**config.mk**
```make
export PLATFORM = sky130hd
export DESIGN_NAME = bnms_iou
export DESIGN_NICKNAME = d
export VERILOG_FILES = /design/src/bnms_pkg.sv /design/src/bnms_iou.sv
export SDC_FILE = /design/constraint.sdc
export NUM_CORES = 2
export LEC_CHECK = 0
export BUFFER_PORTS_ARGS = -buffer_cell sky130_fd_sc_hd__buf_2
export CAP_MARGIN = 25
export CELL_PAD_IN_SITES_DETAIL_PLACEMENT = 0
export CELL_PAD_IN_SITES_GLOBAL_PLACEMENT = 2
export CORE_ASPECT_RATIO = 0.9
export CORE_MARGIN = 2
export CORE_UTILIZATION = 44
export DETAILED_ROUTE_END_ITERATION = 10
export GPL_ROUTABILITY_DRIVEN = 0
export MAX_ROUTING_LAYER = met4
export PLACE_DENSITY_LB_ADDON = 0.2
export SLEW_MARGIN = 10
export SYNTH_ARGS = -nofsm -noshare
export SYNTH_HDL_FRONTEND = slang
export SYNTH_SLANG_ARGS = --single-unit
```
**constraint.sdc**
```tcl
create_clock -name clk_i -period 11.3 [get_ports clk_i]
set_input_delay 1.695 -clock clk_i [delete_from_list [all_inputs] [get_ports clk_i]]
set_output_delay 1.695 -clock clk_i [all_outputs]
set_load 0.02 [all_outputs]
```
**src/bnms_pkg.sv**
```systemverilog
// Shared types and constants of the box non-maximum suppression block.
// No dependencies; every other file imports this package.
package bnms_pkg;

  localparam int unsigned MAX_KEPT_DEF    = 64;
  localparam int unsigned COORD_BITS_DEF  = 12;
  localparam int unsigned IOU_W           = 16;
  localparam logic [IOU_W-1:0] IOU_RESET  = 16'd29491;
  localparam int unsigned IDX_W           = 16;
  localparam int unsigned APB_AW          = 3;
  localparam int unsigned APB_DW          = 32;

  typedef enum logic [0:0] {
    REG_IOU_THRESHOLD = 1'b0
  } reg_idx_e;

  typedef enum logic [1:0] {
    ST_IDLE,
    ST_SCAN,
    ST_FINISH
  } state_e;

  typedef struct packed {
    logic load;
    logic shift;
    logic tail;
  } cell_ctrl_t;

endpackage

```
**src/bnms_iou.sv**
```systemverilog
// Five-stage pipelined overlap test of a candidate box against one kept box.
// Depends on bnms_pkg for default widths.
module bnms_iou import bnms_pkg::*; #(
  parameter int unsigned COORD_BITS = COORD_BITS_DEF
) (
  input  logic                    clk_i,
  input  logic                    rst_ni,
  input  logic                    issue_i,
  input  logic [COORD_BITS-1:0]   cand_x_i,
  input  logic [COORD_BITS-1:0]   cand_y_i,
  input  logic [COORD_BITS-1:0]   cand_w_i,
  input  logic [COORD_BITS-1:0]   cand_h_i,
  input  logic [2*COORD_BITS-1:0] cand_area_i,
  input  logic [COORD_BITS-1:0]   kept_x_i,
  input  logic [COORD_BITS-1:0]   kept_y_i,
  input  logic [COORD_BITS-1:0]   kept_w_i,
  input  logic [COORD_BITS-1:0]   kept_h_i,
  input  logic [2*COORD_BITS-1:0] kept_area_i,
  input  logic [IOU_W-1:0]        thresh_i,
  output logic                    valid_o,
  output logic                    suppress_o,
  output logic                    busy_o
);

  localparam int unsigned CW = COORD_BITS;
  localparam int unsigned EW = CW + 1;
  localparam int unsigned AW = 2 * CW;
  localparam int unsigned IW = 2 * EW;
  localparam int unsigned UW = AW + 1;
  localparam int unsigned PW = IW + IOU_W;

  logic [4:0] v_q;

  logic [EW-1:0] c_r, c_b, k_r, k_b, lo_x, lo_y, hi_x, hi_y;
  logic          disjoint;
  logic [EW-1:0] iw_d, ih_d;

  logic [EW-1:0] iw1_q, ih1_q;
  logic [UW-1:0] sum1_q, sum2_q;
  logic [IW-1:0] inter2_q, inter3_q, inter4_q;
  logic [UW-1:0] uni3_q;
  logic          nz4_q;
  logic [PW-1:0] prod4_q;
  logic          sup5_q;

  always_comb begin
    c_r  = EW'(cand_x_i) + EW'(cand_w_i);
    c_b  = EW'(cand_y_i) + EW'(cand_h_i);
    k_r  = EW'(kept_x_i) + EW'(kept_w_i);
    k_b  = EW'(kept_y_i) + EW'(kept_h_i);
    lo_x = (c_r < k_r) ? c_r : k_r;
    lo_y = (c_b < k_b) ? c_b : k_b;
    hi_x = (cand_x_i > kept_x_i) ? EW'(cand_x_i) : EW'(kept_x_i);
    hi_y = (cand_y_i > kept_y_i) ? EW'(cand_y_i) : EW'(kept_y_i);
    disjoint = (EW'(cand_x_i) > k_r) || (c_r < EW'(kept_x_i)) ||
               (EW'(cand_y_i) > k_b) || (c_b < EW'(kept_y_i));
    iw_d = disjoint ? '0 : (lo_x - hi_x);
    ih_d = disjoint ? '0 : (lo_y - hi_y);
  end

  always_ff @(posedge clk_i or negedge rst_ni) begin
    if (!rst_ni) begin
      v_q <= '0;
    end else begin
      v_q <= {v_q[3:0], issue_i};
    end
  end

  always_ff @(posedge clk_i) begin
    iw1_q    <= iw_d;
    ih1_q    <= ih_d;
    sum1_q   <= UW'(cand_area_i) + UW'(kept_area_i);
    inter2_q <= IW'(iw1_q) * IW'(ih1_q);
    sum2_q   <= sum1_q;
    uni3_q   <= UW'(IW'(sum2_q) - inter2_q);
    inter3_q <= inter2_q;
    prod4_q  <= PW'(thresh_i) * PW'(uni3_q);
    nz4_q    <= (uni3_q != '0);
    inter4_q <= inter3_q;
    sup5_q   <= nz4_q && ({inter4_q, {IOU_W{1'b0}}} > prod4_q);
  end

  assign valid_o    = v_q[4];
  assign suppress_o = sup5_q;
  assign busy_o     = |v_q;

endmodule

```
==> results_dict.tcl <==
set metrics [dict create \
    status "finished, final reports clean" \
    critPathLaunchType "input pin" \
    cp_max_fo 25 \
    wl_mm 77.2 \
    detail-route-antenna-nets 0 \
    cpMostUsedCell "fa_1" \
    cts_buffer_depth 3 \
    wl_per_cell_um 17.0 \
    crit_start "thresh_i[12]" \
    rsz0062_at_grt "no" \
    via_per_inst 5.14 \
    syn_area_mm2 0.0313 \
    reg2reg_from "uni3_q[20]$_DFF_P_" \
    setup.worst_path.class "input pin to flop" \
    clk_latency_ns 0.53 \
    max_freq_mhz 127 \
    grt_max_degree 26 \
    critPathArrivalTime_ns 8.29 \
    floorplan.initialDensity_pct 44.6 \
    fp.coreArea_mm2 0.0702 \
    drive_gt1_share_pct 7.05 \
    fillers 6802 \
    worst_clock_skew_ns 0.0147 \
    tns_ns 0 \
    slowest_delay_ns 0.62 \
    ctsHoldBuffers 0 \
    die_h_um 257 \
    synth_cell_types 73 \
    clk_pin_slew_ns 0.06 \
    grt_pass1_vias 25321 \
    yosysSeqAreaShare_pct 14.6 \
    layout_commonest_cell "inv_1" \
    drtIter0Drc 1168 \
    cp_slowest_cell "a2111oi_2" \
    synth_edf_count 0 \
    cp-end-kind "flop" \
    holdCritPathClass "flop to flop" \
    period_share_pct 69.9 \
    cts_resized 0 \
    crit_chain "buf_2 -> nand2_1 -> fa_1 -> inv_1 -> fa_1 -> fa_1 -> fa_1 -> fa_1 -> inv_1 -> fa_1 -> inv_1 -> ha_1 -> nand2_1 -> nor4_2 -> and4_1 -> a32oi_1 -> a2111oi_2 -> and4b_1 -> o31ai_1 -> a21oi_1 -> xnor2_1" \
    yosysWarnings 0 \
    fp-row-count 92 \
    hold_viol_final 0 \
    dieArea_mm2 0.0734 \
    synth.avg_cell_area_um2 9.01 \
    grtUsageTotal_pct 22.6 \
    vias 23369 \
    cp.required_ns 11.69 \
    layout_common_cells "607 x inv_1, 449 x fa_1, 423 x ha_1" \
    portBuffers 165 \
    grt_overflow 0 \
    maxCapViolCount 0 \
    cts_tree "yes" \
    synth_nets 4515 \
    pin_count 166 \
    worst_pin_slew_ns 0.985 \
    drc_errors 0 \
    htreeDepth 1 \
    grt_first_pass_wirelength_mm 131 \
    die_x_um 285 \
    finalCriticalPeriod_ns 7.89 \
    synth_top_area_share_pct 28.7 \
    dpl.hpwl_mm 64.5 \
    async_flop_share_pct 2.20 \
    area_growth_pct 8.39 \
    postSynthCellCount 3480 \
    synth_top_flop_cell "dfxtp_1" \
    maxSlewHeadroom_pct 33.5 \
    antenna_found_initial 1 \
    post_cts_buffers 0 \
    setup_viol 0 \
    critPathBufInv 4 \
    register_area_mm2 0.00457 \
    drv_slew 0 \
    drtPass1Iterations 5 \
    cts_num_sinks 227 \
    cts_buffers 25 \
    synth_top_cell_by_area "fa_1" \
    clock-root-buffer "clkbuf_16" \
    worstHoldStart "inter3_q[4]$_DFF_P_" \
    fin_cells 4546 \
    multi_input_area_mm2 0.0241 \
    synth_seq_cells 227 \
    synthTopCellsByArea "fa_1 29%, ha_1 17%, dfxtp_1 14%" \
    cp_top_family "adder cells" \
    nets 4622 \
    place_inst 4499 \
]
[worst paths after layout]
kind                                       end  slack, ns  depth (start not counted)
max                        prod4_q[40]$_DFF_P_       3.41                         21
min                        inter4_q[4]$_DFF_P_       0.32                          0
max reg2reg                prod4_q[40]$_DFF_P_       4.07                         20
min reg2reg                inter4_q[4]$_DFF_P_       0.32                          0
max in group asynchronous     v_q[2]$_DFF_PN0_      10.21                          1
min in group asynchronous     v_q[1]$_DFF_PN0_       0.97                          1
[cell type report]
| cell class | instances | share of cell area (%) |
|---|---|---|
| multi-input cells | 2544 | 70.9 |
| flip-flops and latches | 227 | 13.4 |
| inverters | 608 | 6.72 |
| well taps | 940 | 3.46 |
| repair buffers | 181 | 2.79 |
| clock buffers | 31 | 2.00 |
| clock inverters | 14 | 0.652 |
| diodes | 1 | 0.00737 |
[kinds of logic (layout without fill, tap and decap cells)]
kind of cell             count (synthesis)  in the layout  synth area share (%)
other                                    0              1                     0
multiplexers                            38             38                  1.25
AND/OR/NAND/NOR                       1016           1016                  16.2
flip-flops                             227            227                  14.6
buffers and inverters                  709            834                  8.55
AO/OA/AOI/OAI                          469            469                  9.73
adder cells (fa/ha/maj)                872            872                  45.6
XOR/XNOR                               149            149                  4.16
[flip-flops by register name, indices dropped and copies added, names as in the netlist]
signal      cells
nz4_q           1
inter4_q       26
sum1_q         25
uni3_q         25
v_q             5
suppress_o      1
prod4_q        41
ih1_q          13
inter3_q       26
sum2_q         25
iw1_q          13
inter2_q       26
[Yosys cell counts, types with 6 or more instances]
master    instances
inv_1           607
fa_1            449
ha_1            423
nand2_1         406
and2_1          266
dfxtp_1         222
a21oi_1         148
nor2_1          102
xnor2_1         101
clkbuf_1         95
o21ai_0          90
a21o_1           70
xor2_1           48
nor3_1           42
nor2b_1          37
nand3_1          31
mux2i_1          29
nand2b_1         29
nand4_1          24
o21a_1           23
a211oi_1         21
nor4_1           15
o211ai_1         15
and3_1           14
or3_1            12
a21boi_0         11
nor3b_1          11
o21bai_1         11
mux2_2            9
o31ai_1           9
a31oi_1           8
and4_1            6
[metrics by stage]
step	cell area (µm²)	hold WS [ns]	utilization (%)	worst slack, ns
2_1_floorplan	31300	0.310	-	3.77
3_3_place_gp	33100	0.313	47.1	3.08
3_5_place_dp	33100	0.312	47.1	3.00
4_1_cts	34000	0.325	48.4	3.53
5_1_grt	34000	0.324	48.4	3.21
6_report	34000	0.322	48.4	3.41
[layer usage]
metal	global-route usage, %	routed length (µm)	vias up
met5	-	0	-
met1	29.9	35700	11472
li1	-	-	11328
met3	1.81	2860	117
met2	37.8	37000	452
met4	4.80	1610	0
Power is left out: the tool's default activity adds up to more than one toggle a clock period on the data nets, which glitch-free logic cannot reach.
